File: config.mk
export PLATFORM = sky130hd
export DESIGN_NAME = apt_isqrt
export DESIGN_NICKNAME = d
export VERILOG_FILES = /design/src/rtl/core/apt_pkg.sv /design/src/rtl/core/apt_isqrt.sv
export SDC_FILE = /design/constraint.sdc
export NUM_CORES = 2
export LEC_CHECK = 0
export CORE_UTILIZATION = 46
export CTS_BUF_LIST = sky130_fd_sc_hd__clkbuf_4
export DETAILED_ROUTE_END_ITERATION = 7
export DONT_BUFFER_PORTS = 1
export GPL_ROUTABILITY_DRIVEN = 1
export MAX_ROUTING_LAYER = met4
export PLACE_DENSITY = 0.72
export SYNTH_ARGS = -nofsm -noshare
export SYNTH_HDL_FRONTEND = slang
export SYNTH_SLANG_ARGS = --single-unit
File: constraint.sdc
create_clock -name clk -period 4.45 [get_ports clk]
set_input_delay 0.89 -clock clk [delete_from_list [all_inputs] [get_ports clk]]
set_output_delay 0.89 -clock clk [all_outputs]
set_load 0.03 [all_outputs]
File: src/rtl/core/apt_pkg.sv
package apt_pkg;

  // Field widths.
  localparam int AXIS_W  = 16;
  localparam int SQR_W   = 31;              // one axis squared
  localparam int SUM_W   = 32;              // y*y + z*z
  localparam int RAD_W   = SUM_W + 16;      // radicand, 8 fraction bits on the root
  localparam int ROOT_W  = RAD_W / 2;       // floor square root
  localparam int CW      = 28;              // CORDIC x and y datapath
  localparam int ACC_W   = 28;              // angle accumulator, micro-degrees
  localparam int ANG_W   = 27;              // one arctangent table entry
  localparam int MAG_W   = 27;              // rounded magnitude before division
  localparam int Q_W     = 14;              // quotient in hundredths of a degree
  localparam int PITCH_W = 15;
  localparam int THR_W   = 14;

  localparam int ATAN_STEPS = 24;

  // Conversion from micro-degrees to hundredths, rounded to nearest.
  localparam logic [Q_W-1:0]   DIVISOR     = 14'd10000;
  localparam logic [MAG_W-1:0] HALF_DIV    = 27'd5000;
  localparam int               RECIP_SHIFT = 40;
  localparam logic [MAG_W-1:0] RECIP       = MAG_W'((64'd1 << RECIP_SHIFT) / 64'd10000);

  localparam logic [Q_W-1:0]   PITCH_MAX   = 14'd9000;
  localparam logic [THR_W-1:0] THR_RESET   = 14'd4500;

  // Special cases decided early and carried down the pipeline.
  typedef struct packed {
    logic x_zero;
    logic s_zero;
    logic x_neg;
  } meta_t;

  // atan(2^-i) in micro-degrees, rounded to nearest.
  function automatic logic [ANG_W-1:0] atan_udeg(input int i);
    logic [ANG_W-1:0] v;
    case (i)
      0:  v = 27'd45000000;
      1:  v = 27'd26565051;
      2:  v = 27'd14036243;
      3:  v = 27'd7125016;
      4:  v = 27'd3576334;
      5:  v = 27'd1789911;
      6:  v = 27'd895174;
      7:  v = 27'd447614;
      8:  v = 27'd223811;
      9:  v = 27'd111906;
      10: v = 27'd55953;
      11: v = 27'd27976;
      12: v = 27'd13988;
      13: v = 27'd6994;
      14: v = 27'd3497;
      15: v = 27'd1749;
      16: v = 27'd874;
      17: v = 27'd437;
      18: v = 27'd219;
      19: v = 27'd109;
      20: v = 27'd55;
      21: v = 27'd27;
      22: v = 27'd14;
      23: v = 27'd7;
      default: v = '0;
    endcase
    return v;
  endfunction

endpackage

File: src/rtl/core/apt_isqrt.sv
// Pipelined floor square root, one result bit per stage.
module apt_isqrt (
  input  logic                             clk,
  input  logic                             rst_n,
  input  logic                             en,
  input  logic                             in_vld,
  input  logic [apt_pkg::SUM_W-1:0]        in_sum,
  input  logic signed [apt_pkg::AXIS_W-1:0] in_x,
  input  apt_pkg::meta_t                   in_meta,
  output logic                             out_vld,
  output logic [apt_pkg::ROOT_W-1:0]       out_root,
  output logic signed [apt_pkg::AXIS_W-1:0] out_x,
  output apt_pkg::meta_t                   out_meta
);

  localparam int N  = apt_pkg::ROOT_W;
  localparam int RW = apt_pkg::RAD_W;

  logic [RW-1:0]                      rem_r    [N];
  logic [N-1:0]                       root_r   [N];
  logic signed [apt_pkg::AXIS_W-1:0]  x_r      [N];
  apt_pkg::meta_t                     meta_r   [N];
  logic                               vld_r    [N];

  logic [RW-1:0]                      rem_nxt  [N];
  logic [N-1:0]                       root_nxt [N];

  for (genvar j = 0; j < N; j++) begin : g_stage
    localparam int K = N - 1 - j;

    logic [RW-1:0]                     rem_in;
    logic [N-1:0]                      root_in;
    logic signed [apt_pkg::AXIS_W-1:0] x_in;
    apt_pkg::meta_t                    meta_in;
    logic                              vld_in;
    logic [RW-1:0]                     trial;

    if (j == 0) begin : g_first
      assign rem_in  = {in_sum, {(RW - apt_pkg::SUM_W){1'b0}}};
      assign root_in = '0;
      assign x_in    = in_x;
      assign meta_in = in_meta;
      assign vld_in  = in_vld;
    end else begin : g_next
      assign rem_in  = rem_r[j-1];
      assign root_in = root_r[j-1];
      assign x_in    = x_r[j-1];
      assign meta_in = meta_r[j-1];
      assign vld_in  = vld_r[j-1];
    end

    // Trial subtrahend 2*root*2^K + 2^(2K).
    always_comb begin
      trial = ({{(RW - N){1'b0}}, root_in} << (K + 1)) + (RW'(1) << (2 * K));
      if (rem_in >= trial) begin
        rem_nxt[j]  = rem_in - trial;
        root_nxt[j] = root_in | (N'(1) << K);
      end else begin
        rem_nxt[j]  = rem_in;
        root_nxt[j] = root_in;
      end
    end

    always_ff @(posedge clk) begin
      if (!rst_n) begin
        vld_r[j] <= 1'b0;
      end else if (en) begin
        vld_r[j] <= vld_in;
      end
    end

    always_ff @(posedge clk) begin
      if (en) begin
        rem_r[j]  <= rem_nxt[j];
        root_r[j] <= root_nxt[j];
        x_r[j]    <= x_in;
        meta_r[j] <= meta_in;
      end
    end
  end

  assign out_vld  = vld_r[N-1];
  assign out_root = root_r[N-1];
  assign out_x    = x_r[N-1];
  assign out_meta = meta_r[N-1];

endmodule

=== Word-level counts from Yosys, hierarchy flattened ===
Memories as Yosys holds them, arrays and structs flattened.
Cells that the tools add are included.

* Register bits: 0
* Latch bits: 0
* RAM bits: 2208
* Bits in read-only memories: 0
* Input bits: 55
* Output and inout port bits: 44
* Logic and storage cells: 177
* Memories: 5

{| class="wikitable"
|+ Memories
! name !! depth !! bits a word !! rd ports !! clocked after memory_dff !! write ports !! line !! RTL
|-
| rem_r || 24 || 48 || 23 || 0 || 24 || apt_isqrt.sv:19 || <nowiki>logic [RW-1:0] rem_r [N];</nowiki>
|-
| root_r || 24 || 24 || 24 || 0 || 24 || apt_isqrt.sv:20 || <nowiki>logic [N-1:0] root_r [N];</nowiki>
|-
| x_r || 24 || 16 || 24 || 0 || 24 || apt_isqrt.sv:21 || <nowiki>logic signed [apt_pkg::AXIS_W-1:0] x_r [N];</nowiki>
|-
| meta_r || 24 || 3 || 24 || 0 || 24 || apt_isqrt.sv:22 || <nowiki>apt_pkg::meta_t meta_r [N];</nowiki>
|-
| vld_r || 24 || 1 || 24 || 0 || 24 || apt_isqrt.sv:23 || <nowiki>logic vld_r [N];</nowiki>
|}

* Add/sub/neg operators: 47
* Multipliers: 0
* Divide/modulo/power cells: 0
* $lt $le $gt $ge: 24
* Equal/unequal tests: 0
* Shifts and indexed selects: 0
* Muxes and demuxes: 77
* Bitwise gates (word level): 24
* Reductions and logical operators: 0

{| class="wikitable"
|+ Operators with widths
! kind !! count
|-
| 48-bit 2-to-1 mux || 24
|-
| 47-bit by 45-bit adder with 48-bit output, second input constant || 1
|-
| 48-bit by 26-bit greater-or-equal comparator with 1-bit output || 1
|-
| 48-bit by 27-bit greater-or-equal comparator with 1-bit output || 1
|-
| 48-bit by 28-bit greater-or-equal comparator with 1-bit output || 1
|-
| 48-bit by 29-bit greater-or-equal comparator with 1-bit output || 1
|-
| 48-bit by 30-bit greater-or-equal comparator with 1-bit output || 1
|-
| 48-bit by 31-bit greater-or-equal comparator with 1-bit output || 1
|-
| 48-bit by 32-bit greater-or-equal comparator with 1-bit output || 1
|-
| 48-bit by 33-bit greater-or-equal comparator with 1-bit output || 1
|-
| 48-bit by 34-bit greater-or-equal comparator with 1-bit output || 1
|-
| 48-bit by 35-bit greater-or-equal comparator with 1-bit output || 1
|-
| 48-bit by 36-bit greater-or-equal comparator with 1-bit output || 1
|-
| 48-bit by 37-bit greater-or-equal comparator with 1-bit output || 1
|-
| 48-bit by 38-bit greater-or-equal comparator with 1-bit output || 1
|-
| 48-bit by 39-bit greater-or-equal comparator with 1-bit output || 1
|-
| 48-bit by 40-bit greater-or-equal comparator with 1-bit output || 1
|-
| 48-bit by 41-bit greater-or-equal comparator with 1-bit output || 1
|-
| 48-bit by 42-bit greater-or-equal comparator with 1-bit output || 1
|-
| 48-bit by 43-bit greater-or-equal comparator with 1-bit output || 1
|-
| 48-bit by 44-bit greater-or-equal comparator with 1-bit output || 1
|-
| 48-bit by 45-bit greater-or-equal comparator with 1-bit output || 1
|-
| 48-bit by 46-bit greater-or-equal comparator with 1-bit output || 1
|-
| 48-bit by 47-bit greater-or-equal comparator with 1-bit output || 1
|-
| other kinds (73) || 125
|}

=== Longest topological paths before layout ===
* Depth in word-level cells: 4
* Mapped depth: 14

=== Worst setup path before layout ===
No wires, ideal clock.

* Path kind: reg2reg
* From: mem root_r[2][30] (netlist name)
* To: mem rem_r[2][139] (netlist name), data pin
* Setup time: 259 ps
* Data arrival time: 3152 ps
* Setup slack: 1039 ps
* Cell stages (with the launch flop): 14
* Buffers on the path: 1
* Cells stage by stage: edfxtp_1 inv_1 ha_1 inv_1 fa_1 nand2b_1 a21oi_1 a221o_1 o31ai_2 o41a_1 clkbuf_1 nor4b_1 o2111ai_1 xnor2_1

{| class="wikitable"
|+ RTL lines
! item !! line
|-
| from (decl) || apt_isqrt.sv:20
|-
| to (decl) || apt_isqrt.sv:19
|}

==> metrics.md <==
| Metric | Value |
|---|---|
| Non-Filler Instances | `7909` |
| Inst Count DP | `7155` |
| Vias in the first global route | `43526` |
| Vias/cell | `5.32` |
| CP arrival | `4830 ps` |
| Share of the synthesized area in the top cell type | `0.670` |
| Post-synthesis simple-gate area fraction | `0.100` |
| Final Max Tran Viols | `0` |
| CP Class | `reg2reg` |
| Compound-Gate Fraction of Synth Area | `0.0850` |
| Share of the yosys chip area belonging to registers | `0.670` |
| Routed vias | `42071` |
| Fin crit period | `3910 ps` |
| Yosys cell types | `89` |
| Outcome | `finished clean` |
| Number of synthesized flops with an enable pin | `1564` |
| PwrDens | `480 mW/mm²` |
| Worst slew pin tran | `1070 ps` |
| Clock latency on the worst-skew pair | `1340 ps` |
| Initial Util | `0.466` |
| Crit. End Element | `flip-flop` |
| Sum Neg Setup Slack | `0 ps` |
| Number of I/O pins | `99` |
| Clock Skews | `153 ps` |
| Total chip power | `0.0376 W` |
| Core area | `0.151 mm²` |
| Final-stage net count | `5980` |
| Min setup slack post-route | `539 ps` |
| Data required, critical path | `5370 ps` |
| Max clock buf depth | `4` |
| RSZ-0062 raised after global routing | `no` |
| Post-layout util | `0.520` |
| Top-count cell post-synth | `edfxtp_1` |
| First-pass GRT wire length | `214 mm` |
| Antenna violations before repair | `3` |
| All-Layer GR Usage | `0.178` |
| Crit Path Max Fanout | `11` |
| Gpl congestion | `0.905` |
| Mux cell area share after synthesis | `0.00498` |
| H-tree Lvls | `5` |
| # port buffers | `0` |
| Setup WS pre-CTS | `590 ps` |
| Synth Warn # | `0` |
| DP HPWL | `91.7 mm` |
| Static leakage | `29.4 nW` |
| Final Setup Violations | `0` |
| Detail Route Antenna Nets | `0` |
| Final period utilization | `0.879` |
| Post-Synthesis Cells | `5179` |
| Post-synthesis cell area | `0.0701 mm²` |
| Area delta synth->final | `11.6%` |
| Largest family of logic cells by synthesized area | `simple AND/OR/NAND/NOR gates` |
| Cell Rows | `142` |
| Max Cap Violations | `0` |
| Total clock sinks | `1565` |
| Final Hold Fails | `0` |
| TritonCTS clock tree | `yes` |
| Die Area | `0.154 mm²` |
| Top post-synthesis cells by area | `edfxtp_1, ha_1, xor2_1` |
| CP Launch Type | `flip-flop` |
| Relative slew slack | `0.285` |
| CTS buffer count | `415` |
| DRT iter0 DRCs | `2304` |
| Synthesized Nets | `5548` |
| Share of cells above drive strength 1 | `0.123` |
| FF+latch count, synth | `1565` |
| WL per Instance | `16.8 µm` |
| Post-synth top flop | `edfxtp_1` |
| VDD IR max | `0.000314 V` |
| XOR/XNOR share of the synthesized area | `0.0567` |
| Synth area leader | `edfxtp_1` |
| F_max | `256 MHz` |
| Synth cell count leaders | `edfxtp_1, inv_1, nand2_1` |
| Worst Hold Class | `in2reg` |
| Resize count post-CTS | `0` |
| Drt drc | `0` |
| CTS root buf | `clkbuf_4` |
| Syn_area_per_cell | `13.5 µm²` |
| Adder-cell share of the synthesized area | `0.0568` |
| Largest net degree at the start of global routing | `169` |
| Die W | `392 µm` |
| DRT Pass-1 Iters | `6` |
| Ys async rst share | `0` |
| Clock-pin slew on the worst setup and hold paths | `70 ps` |
| Die height | `392 µm` |
| Final WL | `133 mm` |
| Grt total ovfl | `0` |
where the power goes:
| group | switching (W) | internal, W |
|---|---|---|
| logic | 0.00361 | 0.00256 |
| clock network | 0.00556 | 0.00629 |
| registers | 0.00118 | 0.0184 |
metal layers:
metal	GRT usage	vias to the layer above	part of all wire	wire, µm
li1	-	20525	-	-
met1	0.176	20071	0.38	50400
met2	0.325	1033	0.54	71200
met3	0.0354	442	0.040	5330
met4	0.0972	0	0.045	5990
met5	-	-	0	0
through the flow:
stage               area [µm²]  hold slack (ps)
finish                   78300              216
floorplan                70100              400
global placement         72800              400
detailed placement       72800              405
global route             78300             59.5
CTS                      78300             25.8
worst max-delay path: stages, from the launching register on:
cell       delay, ps
edfxtp_1         410
ha_1             230
inv_1             80
fa_1             400
nand2b_1         160
a21oi_1          290
a221o_1          280
o31ai_2          140
o41a_1           560
nor4b_1          660
o2111ai_1        240
xnor2_1          180
state kept, by name (all words and copies together) (netlist names):
name,count
meta_r,72
rem_r,785
root_r,300
vld_r,24
x_r,384
final cells by class:
class	instances	area [µm²]
inverters	395	1480
repair buffers	105	1050
diodes	12	30.0
flip-flops and latches	1565	47000
fillers	12675	72400
multi-input cells	3129	21300
well taps	2016	2520
clock buffers	571	4290
clock inverters	116	658
logic make-up (layout without fill, tap and decap cells):
logic type / after synthesis / after routing
DFF: 1565 / 1565
and+or+nand+nor: 1384 / 1384
AOI/OAI and AO/OA: 945 / 945
buffers and inverters: 485 / 1187
xor gates and xnor gates: 454 / 454
adders and majority gates: 314 / 314
muxes: 32 / 32
other: 0 / 12
cell usage in the layout (no fill, tap or decap), drive strengths merged, types with 35 or more instances in the layout:
| cell type | count |
|---|---|
| nand2b | 57 |
| o31ai | 37 |
| clkbuf | 571 |
| nor4 | 144 |
| or3 | 48 |
| a21o | 99 |
| o21ai | 284 |
| and3 | 46 |
| nand3 | 79 |
| nor3 | 137 |
| a21oi | 237 |
| clkinv | 104 |
| nand2 | 373 |
| buf | 50 |
| xnor2 | 206 |
| a211oi | 35 |
| dlygate4sd3 | 55 |
| ha | 307 |
| xor2 | 248 |
| edfxtp | 1564 |
| o21a | 52 |
| nor2 | 276 |
| inv | 399 |
| nand4 | 50 |
| nor2b | 36 |
final timing paths:
check,start,end,slack (ps),cells past startpoint
min reg2reg,rem_r[0][173]$_DFFE_PP_,rem_r[0][221]$_DFFE_PP_,340,0
min,in_sum[18],rem_r[0][34]$_DFFE_PP_,220,1
max reg2reg,rem_r[2][60]$_SDFFCE_PP0P_,rem_r[2][139]$_DFFE_PP_,540,11
max,rem_r[2][60]$_SDFFCE_PP0P_,rem_r[2][139]$_DFFE_PP_,540,11
repair_timing:
item	in CTS	in global routing
setup buffers	0	0
endpoints found under the hold margin	79	0
hold buffers	55	0
Power figures use the tool's default switching activity.
