`config.mk`:
```
export PLATFORM = sky130hd
export DESIGN_NAME = apt_round
export DESIGN_NICKNAME = d
export VERILOG_FILES = /design/src/rtl/core/apt_pkg.sv /design/src/rtl/core/apt_round.sv
export SDC_FILE = /design/constraint.sdc
export NUM_CORES = 1
export LEC_CHECK = 0
export BUFFER_PORTS_ARGS = -buffer_cell sky130_fd_sc_hd__buf_2
export CORE_MARGIN = 2
export CORE_UTILIZATION = 65
export CTS_CLUSTER_SIZE = 16
export DETAILED_ROUTE_END_ITERATION = 10
export PLACE_DENSITY = 0.9
export SLEW_MARGIN = 20
export SYNTH_ARGS = -nofsm -noshare
export SYNTH_HDL_FRONTEND = slang
export SYNTH_SLANG_ARGS = --single-unit
```
`constraint.sdc`:
```
create_clock -name clk -period 18.42 [get_ports clk]
set_input_delay 0.921 -clock clk [delete_from_list [all_inputs] [get_ports clk]]
set_output_delay 0.921 -clock clk [all_outputs]
set_load 0.02 [all_outputs]
```
`src/rtl/core/apt_pkg.sv`:
```
package apt_pkg;

  // Field widths.
  localparam int AXIS_W  = 16;
  localparam int SQR_W   = 31;              // one axis squared
  localparam int SUM_W   = 32;              // y*y + z*z
  localparam int RAD_W   = SUM_W + 16;      // radicand, 8 fraction bits on the root
  localparam int ROOT_W  = RAD_W / 2;       // floor square root
  localparam int CW      = 28;              // CORDIC x and y datapath
  localparam int ACC_W   = 28;              // angle accumulator, micro-degrees
  localparam int ANG_W   = 27;              // one arctangent table entry
  localparam int MAG_W   = 27;              // rounded magnitude before division
  localparam int Q_W     = 14;              // quotient in hundredths of a degree
  localparam int PITCH_W = 15;
  localparam int THR_W   = 14;

  localparam int ATAN_STEPS = 24;

  // Conversion from micro-degrees to hundredths, rounded to nearest.
  localparam logic [Q_W-1:0]   DIVISOR     = 14'd10000;
  localparam logic [MAG_W-1:0] HALF_DIV    = 27'd5000;
  localparam int               RECIP_SHIFT = 40;
  localparam logic [MAG_W-1:0] RECIP       = MAG_W'((64'd1 << RECIP_SHIFT) / 64'd10000);

  localparam logic [Q_W-1:0]   PITCH_MAX   = 14'd9000;
  localparam logic [THR_W-1:0] THR_RESET   = 14'd4500;

  // Special cases decided early and carried down the pipeline.
  typedef struct packed {
    logic x_zero;
    logic s_zero;
    logic x_neg;
  } meta_t;

  // atan(2^-i) in micro-degrees, rounded to nearest.
  function automatic logic [ANG_W-1:0] atan_udeg(input int i);
    logic [ANG_W-1:0] v;
    case (i)
      0:  v = 27'd45000000;
      1:  v = 27'd26565051;
      2:  v = 27'd14036243;
      3:  v = 27'd7125016;
      4:  v = 27'd3576334;
      5:  v = 27'd1789911;
      6:  v = 27'd895174;
      7:  v = 27'd447614;
      8:  v = 27'd223811;
      9:  v = 27'd111906;
      10: v = 27'd55953;
      11: v = 27'd27976;
      12: v = 27'd13988;
      13: v = 27'd6994;
      14: v = 27'd3497;
      15: v = 27'd1749;
      16: v = 27'd874;
      17: v = 27'd437;
      18: v = 27'd219;
      19: v = 27'd109;
      20: v = 27'd55;
      21: v = 27'd27;
      22: v = 27'd14;
      23: v = 27'd7;
      default: v = '0;
    endcase
    return v;
  endfunction

endpackage

```
`src/rtl/core/apt_round.sv`:
```
// Micro-degrees to rounded hundredths, saturation, special cases and the tilt compare.
// The last stage is the block's output register.
module apt_round (
  input  logic                              clk,
  input  logic                              rst_n,
  input  logic                              en,
  input  logic                              in_vld,
  input  logic signed [apt_pkg::ACC_W-1:0]  in_acc,
  input  apt_pkg::meta_t                    in_meta,
  input  logic [apt_pkg::THR_W-1:0]         threshold,
  output logic                              out_vld,
  output logic signed [apt_pkg::PITCH_W-1:0] out_pitch,
  output logic                              out_tilted
);

  localparam int MW = apt_pkg::MAG_W;
  localparam int QW = apt_pkg::Q_W;

  // Stage 1: magnitude plus half the divisor.
  logic [MW-1:0]  mag1_r, mag1_nxt;
  logic           neg1_r;
  apt_pkg::meta_t meta1_r;
  logic           vld1_r;
  logic [apt_pkg::ACC_W-1:0] abs_acc;

  // Stage 2: quotient estimate by reciprocal, low by at most one.
  logic [MW-1:0]   mag2_r;
  logic [QW-1:0]   q2_r, q2_nxt;
  logic            neg2_r;
  apt_pkg::meta_t  meta2_r;
  logic            vld2_r;
  logic [2*MW-1:0] prod;

  // Stage 3: correction and saturation.
  logic [QW-1:0]   q3_r, q3_nxt;
  logic            neg3_r;
  apt_pkg::meta_t  meta3_r;
  logic            vld3_r;
  logic [2*QW-1:0] back;
  logic [MW-1:0]   rem;
  logic [QW-1:0]   q_fix;

  // Stage 4: output register.
  logic                              vld4_r;
  logic signed [apt_pkg::PITCH_W-1:0] pitch4_r, pitch4_nxt;
  logic                              tilt4_r, tilt4_nxt;
  logic [QW-1:0]                     mag_out;

  always_comb begin
    abs_acc  = in_acc[apt_pkg::ACC_W-1] ? (-in_acc) : in_acc;
    mag1_nxt = abs_acc[MW-1:0] + apt_pkg::HALF_DIV;
  end

  always_comb begin
    prod   = {{MW{1'b0}}, mag1_r} * {{MW{1'b0}}, apt_pkg::RECIP};
    q2_nxt = prod[apt_pkg::RECIP_SHIFT +: QW];
  end

  always_comb begin
    back   = {{QW{1'b0}}, q2_r} * {{QW{1'b0}}, apt_pkg::DIVISOR};
    rem    = mag2_r - back[MW-1:0];
    q_fix  = (rem >= {{(MW - QW){1'b0}}, apt_pkg::DIVISOR}) ? (q2_r + 1'b1) : q2_r;
    q3_nxt = (q_fix > apt_pkg::PITCH_MAX) ? apt_pkg::PITCH_MAX : q_fix;
  end

  always_comb begin
    if (meta3_r.x_zero) begin
      mag_out    = '0;
      pitch4_nxt = '0;
    end else if (meta3_r.s_zero) begin
      mag_out    = apt_pkg::PITCH_MAX;
      pitch4_nxt = meta3_r.x_neg ? -$signed({1'b0, apt_pkg::PITCH_MAX})
                                 : $signed({1'b0, apt_pkg::PITCH_MAX});
    end else begin
      mag_out    = q3_r;
      pitch4_nxt = neg3_r ? -$signed({1'b0, q3_r}) : $signed({1'b0, q3_r});
    end
    tilt4_nxt = (mag_out > threshold);
  end

  always_ff @(posedge clk) begin
    if (!rst_n) begin
      vld1_r <= 1'b0;
      vld2_r <= 1'b0;
      vld3_r <= 1'b0;
      vld4_r <= 1'b0;
    end else if (en) begin
      vld1_r <= in_vld;
      vld2_r <= vld1_r;
      vld3_r <= vld2_r;
      vld4_r <= vld3_r;
    end
  end

  always_ff @(posedge clk) begin
    if (en) begin
      mag1_r   <= mag1_nxt;
      neg1_r   <= in_acc[apt_pkg::ACC_W-1];
      meta1_r  <= in_meta;
      mag2_r   <= mag1_r;
      q2_r     <= q2_nxt;
      neg2_r   <= neg1_r;
      meta2_r  <= meta1_r;
      q3_r     <= q3_nxt;
      neg3_r   <= neg2_r;
      meta3_r  <= meta2_r;
      pitch4_r <= pitch4_nxt;
      tilt4_r  <= tilt4_nxt;
    end
  end

  assign out_vld    = vld4_r;
  assign out_pitch  = pitch4_r;
  assign out_tilted = tilt4_r;

endmodule

```
=== Word-level counts from Yosys, hierarchy flattened ===
Index checks and enable logic that the tools add are counted.

* Register bits after elaboration: 114
* Input port bits: 49
* Output and inout bits: 17

* Add/subtract/negate cells: 5
* Multipliers: 2
* $lt $le $gt $ge: 3
* Mux-type cells: 7

{| class="wikitable"
|+ Operators with widths
! operator !! number
|-
| multiplier 27 x 26 -> 53 bit (second input constant) || 1
|-
| two-way mux 15 bit || 3
|-
| two-way mux 14 bit || 3
|-
| adder 27 x 13 -> 27 bit (second input constant) || 1
|-
| >= comparator 27 x 14 -> 1 bit (second input constant) || 1
|-
| two-way mux 27 bit || 1
|-
| negator 27 bit || 1
|-
| subtractor 27 bit || 1
|-
| multiplier 14 x 10 -> 23 bit (second input constant) || 1
|-
| negator 14 -> 15 bit || 1
|-
| adder 14 x 1 -> 14 bit (second input constant) || 1
|-
| > comparator 14 bit || 1
|-
| > comparator 14 bit (second input constant) || 1
|}

=== Longest topological paths before layout ===
* Depth in word-level cells: 5
* Mapped depth: 33

=== Least setup slack after synthesis ===
OpenSTA, ideal clock, no wires.

* Kind: register -> register
* Start point: register q2_r[4]
* End point: register q3_r[3], data pin
* Library setup time: 0.266 ns
* Arrival: 7.101 ns
* Required time: 18.154 ns
* Slack: 11.053 ns
* Stages on the path, launching flop included: 31
* Path through: edfxtp_1 > inv_1 > fa_1 > inv_1 > ha_1 > inv_1 > fa_1 > inv_1 > ha_1 > inv_1 > fa_1 > inv_1 > ha_1 > a21oi_1 > nor2b_1 > o21ai_0 > a21oi_1 > o41ai_1 > o21bai_1 > a21oi_1 > xor2_1 > ha_1 > a21o_1 > a21o_1 > a221oi_1 > xnor2_1 > nand4b_1 > nor3_4 > mux2i_1 > a32oi_2 > or3b_1

* Word-level cells in the longest chain between the ends: 5
* Elaborated cells on any way between the ends: 6
* Those cells by class: add/sub (2); mul (1); order compare (2); mux (1)

{| class="wikitable"
|+ Ends and longest elaborated chain
! item !! RTL line !! source
|-
| from (decl) || apt_round.sv:28 || <nowiki>logic [QW-1:0] q2_r, q2_nxt;</nowiki>
|-
| from (signal assigned) || apt_round.sv:101 || <nowiki>q2_r <= q2_nxt;</nowiki>
|-
| multiplier 14 x 10 -> 23 bit || apt_round.sv:60 || <nowiki>back = {{QW{1'b0}}, q2_r} * {{QW{1'b0}}, apt_pkg::DIVISOR};</nowiki>
|-
| subtractor 27 bit || apt_round.sv:61 || <nowiki>rem = mag2_r - back[MW-1:0];</nowiki>
|-
| >= comparator 27 x 14 -> 1 bit || apt_round.sv:62 || <nowiki>q_fix = (rem >= {{(MW - QW){1'b0}}, apt_pkg::DIVISOR}) ? (q2_r + 1'b1) : q2_r;</nowiki>
|-
| two-way mux 14 bit (*) || apt_round.sv:62 ||
|-
| > comparator 14 bit || apt_round.sv:63 || <nowiki>q3_nxt = (q_fix > apt_pkg::PITCH_MAX) ? apt_pkg::PITCH_MAX : q_fix;</nowiki>
|-
| to (signal assigned) || apt_round.sv:104 || <nowiki>q3_r <= q3_nxt;</nowiki>
|-
| to (decl) || apt_round.sv:35 || <nowiki>logic [QW-1:0] q3_r, q3_nxt;</nowiki>
|}

Mark *: on every way between the ends. The rest lies on a longest branch, timed or not.
A chain may end at the register's enable or synchronous reset.

=== Worst setup path in the final report ===
* Start point: register q2_r[4]
* End point: register q3_r[8], data pin

The elaborated chain is that of the path after synthesis.

==> metrics.log <==
INFO  metric status = complete, no violations
INFO  metric synth_area_per_cell = 10.1 um2
INFO  metric grt_first_pass_wirelength = 81200 um
INFO  metric gr-total-overflow = 0
INFO  metric finish.cell_count_without_fillers = approximately 2.6k
INFO  metric via_count = ~15k
INFO  metric port_buffers = 65
INFO  metric hold_viol = 0
INFO  metric worst-endpoint-required = between 15000 and 20000 ps
INFO  metric class_of_the_worst_hold_path = reg2reg
INFO  metric timing.critical_path.to = q3_r[8]
INFO  metric f_max = between 100 and 150 MHz
INFO  metric num_io_pins = 66
INFO  metric worst-r2r-setup-slack = about 10000 ps
INFO  metric synth.area.top_cells = sky130_fd_sc_hd__fa_1, sky130_fd_sc_hd__ha_1, sky130_fd_sc_hd__edfxtp_1
INFO  metric wl_per_cell = ~19 um
INFO  metric final.min_clock_period = approximately 8600 ps
INFO  metric post-cts-setup-buffer-count = 0
INFO  metric finalWirelength = a little under 50000 um
INFO  metric maxSlewViolCount = 0
INFO  metric rsz0062_at_grt = false
INFO  metric async_reset_ff_share = 0%
INFO  metric cell_count_after_synthesis = between 2k and 2.5k
INFO  metric area_delta_synth_final = 5.26%
INFO  metric std_cell_rows = 66
INFO  metric yosysUniqueCellTypes = 72
INFO  metric worst-slew-pin-transition = approximately 1100 ps
INFO  metric final.setup.worst_slack = a little under 10000 ps
INFO  metric htreeDepth = 3
INFO  metric hold_fix_buffer_count_after_cts = 0
INFO  metric die_width = 185 um
INFO  metric place_ws = between 9000 and 10000 ps
INFO  metric place.detailed.hpwl = approximately 40000 um
INFO  metric synth_largest_type_area_fraction = between 30% and 40%
INFO  metric yosysWarningCount = 0
INFO  metric dominantRegCellSynth = sky130_fd_sc_hd__edfxtp_1
INFO  metric cts_inserted_buffers = 9
INFO  metric yosys.cell_count.top_type = sky130_fd_sc_hd__inv_1
INFO  metric multi_input_comb_area = ~0.016 mm2
INFO  metric critPathMostFrequentCell = sky130_fd_sc_hd__inv_1
INFO  metric mappedNetlistArea = 0.0214 mm2
INFO  metric floorplan.initialDensity = between 60% and 70%
INFO  metric yosysSeqAreaShare = ~15%
INFO  metric arrival = about 8700 ps
INFO  metric worstSetupEndpointType = flip-flop
INFO  metric timing.critical_path.slowest_cell_delay = 660 ps
INFO  metric cts-resized-gates = 0
INFO  metric timing.critical_path.fanout_max = 19
INFO  metric fin_crit_sh = a little under half
INFO  metric max-clock-path-buffers = 2
INFO  metric timing.critical_path.from = q2_r[4]
INFO  metric cts_sinks = 110
INFO  metric die_outline_area = 0.0343 mm2
INFO  metric clock_insertion_delay_worst_skew = about 370 ps
INFO  metric route.detailed.drc = 0
INFO  metric finalCoreUtilization = approximately 69%
INFO  metric dp_cells = 2600
INFO  metric firstDrtPassIters = 5
INFO  metric finalClockSkew = between 10 and 15 ps
INFO  metric finalSetupViolations = 0
INFO  metric final_weighted_congestion_in_routability_driven_placement = approximately 0.96
INFO  metric core_region_area = 0.0325 mm2
INFO  metric cpMaxStageDelayCell = sky130_fd_sc_hd__nor3_4
INFO  metric synth_fp_nets = approximately 2.9k
INFO  metric drt_first_iter_violations = roughly 1.1k
INFO  metric postRouteAntennaNets = 0
INFO  metric n_fill_cell = 2206
INFO  metric ctsRootBufferMaster = sky130_fd_sc_hd__clkbuf_16
INFO  metric pin_count_of_the_biggest_net_entering_global_routing = 70
INFO  metric final_layout_size_suffix_gt1_share = 4.65%
INFO  metric regToRegStartpoint = q2_r[4]
INFO  metric summed_negative_setup_slack_over_all_endpoints = 0 ps
INFO  metric detail_route.vias_per_cell = 5.77
INFO  metric type_of_the_worst_setup_path = reg2reg
INFO  metric area.sequential = ~0.0033 mm2
INFO  metric grt_pass1_vias = approximately 16k
INFO  metric reg2reg_to = q3_r[8]
INFO  metric timing.reg2reg.worst_path_depth = 29
INFO  metric setup.worst_path.start_class = flip-flop
INFO  metric flip_flop_and_latch_count_after_synthesis = 110
INFO  metric cap_violations = 0
INFO  metric synth_largest_area_cell = sky130_fd_sc_hd__fa_1
INFO  metric synth_enable_flop_cells = between 100 and 150
INFO  metric groute.usage.overall = between 30% and 40%
INFO  metric die_height = 185 um
INFO  metric cts_tree = done
INFO  metric worst_setup_hold_path_clk_slew = ~90 ps
INFO  metric antennaDiodeCount = 0
INFO  metric design.final.nets = around 3k
INFO  metric grt_antenna_before_repair = 0
INFO  metric timing.max_slew.rel_slack = between 20% and 30%
INFO  metric most_numerous_cell_types_in_the_synthesized_netlist = sky130_fd_sc_hd__inv_1, sky130_fd_sc_hd__ha_1, sky130_fd_sc_hd__fa_1
sequential cells by signal, indices dropped and copies added, names as in the netlist:
name and cells:
vld3_r 1, meta2_r 3, vld2_r 1, meta3_r 3, neg2_r 1, mag2_r 23
vld1_r 1, meta1_r 3, out_tilted 1, neg1_r 1, neg3_r 1, out_pitch 15
out_vld 1, q3_r 14, q2_r 14, mag1_r 27
per-layer routing:
| metal | vias to the layer above | track usage [%] | part of all wire (%) |
|---|---|---|---|
| li1 | 6838 | - | - |
| met1 | 7432 | 39.4 | 39 |
| met2 | 659 | 52.0 | 49 |
| met3 | 164 | 4.48 | 7.2 |
| met4 | 0 | 12.7 | 4.8 |
| met5 | - | 0 | 0 |
cell usage in the layout (no fill, tap or decap), drive strengths merged, types with 12 or more instances in the layout:
cell type    n
inv        614
fa         329
a21o        29
or3         12
nor3        37
buf         66
ha         398
nand3       19
edfxtp     106
xor2        56
and2        12
a21oi       65
nor2b       18
nor2        73
xnor2       64
o21ai       45
nand2       49
cells by family after synthesis:
| logic type | count (synthesis) | share of synthesized area [%] |
|---|---|---|
| AOI/OAI and AO/OA | 232 | 7.26 |
| xor gates and xnor gates | 120 | 4.92 |
| adders and majority gates | 728 | 54.2 |
| buffers and inverters | 627 | 11.0 |
| DFF | 110 | 15.3 |
| muxes | 13 | 0.626 |
| and+or+nand+nor | 279 | 6.76 |
through the flow:
stage                     area, um2  hold slack (ps)
after floorplan               21400              400
after global placement        22200              404
after detailed placement      22200              407
after CTS                     22500              421
after global routing          22500              424
final                         22500              419
critical path, delay by kind of cell (launching register included):
kind / cells / cell delay, ps
fa+ha+maj: 7 / 2830
compound gates: 8 / 2220
simple gates: 5 / 1660
flops: 1 / 540
buf+inv: 6 / 420
xor+xnor: 2 / 300
mux: 1 / 300
cell type report:
| class | instances | area share, % |
|---|---|---|
| Timing Repair Buffer | 66 | 1.49 |
| Sequential cell | 110 | 14.5 |
| Clock buffer | 9 | 1.00 |
| Clock inverter | 7 | 0.334 |
| Inverter | 610 | 10.2 |
| Tap cell | 442 | 2.46 |
| Multi-Input combinational cell | 1372 | 70.0 |
worst min path at each step:
| stage | startpoint | end | slack (ps) | depth (start not counted) |
|---|---|---|---|---|
| 2_1_floorplan | meta1_r[0] | meta2_r[0] | 400 | 0 |
| 3_3_place_gp | neg1_r | neg2_r | 400 | 0 |
| 3_5_place_dp | neg1_r | neg2_r | 410 | 0 |
| 4_1_cts | neg1_r | neg2_r | 420 | 0 |
| 5_1_grt | neg1_r | neg2_r | 420 | 0 |
| 6_report | neg1_r | neg2_r | 420 | 0 |
Power is left out: the tool's default activity adds up to more than one toggle a clock period on the data nets, which glitch-free logic cannot reach.
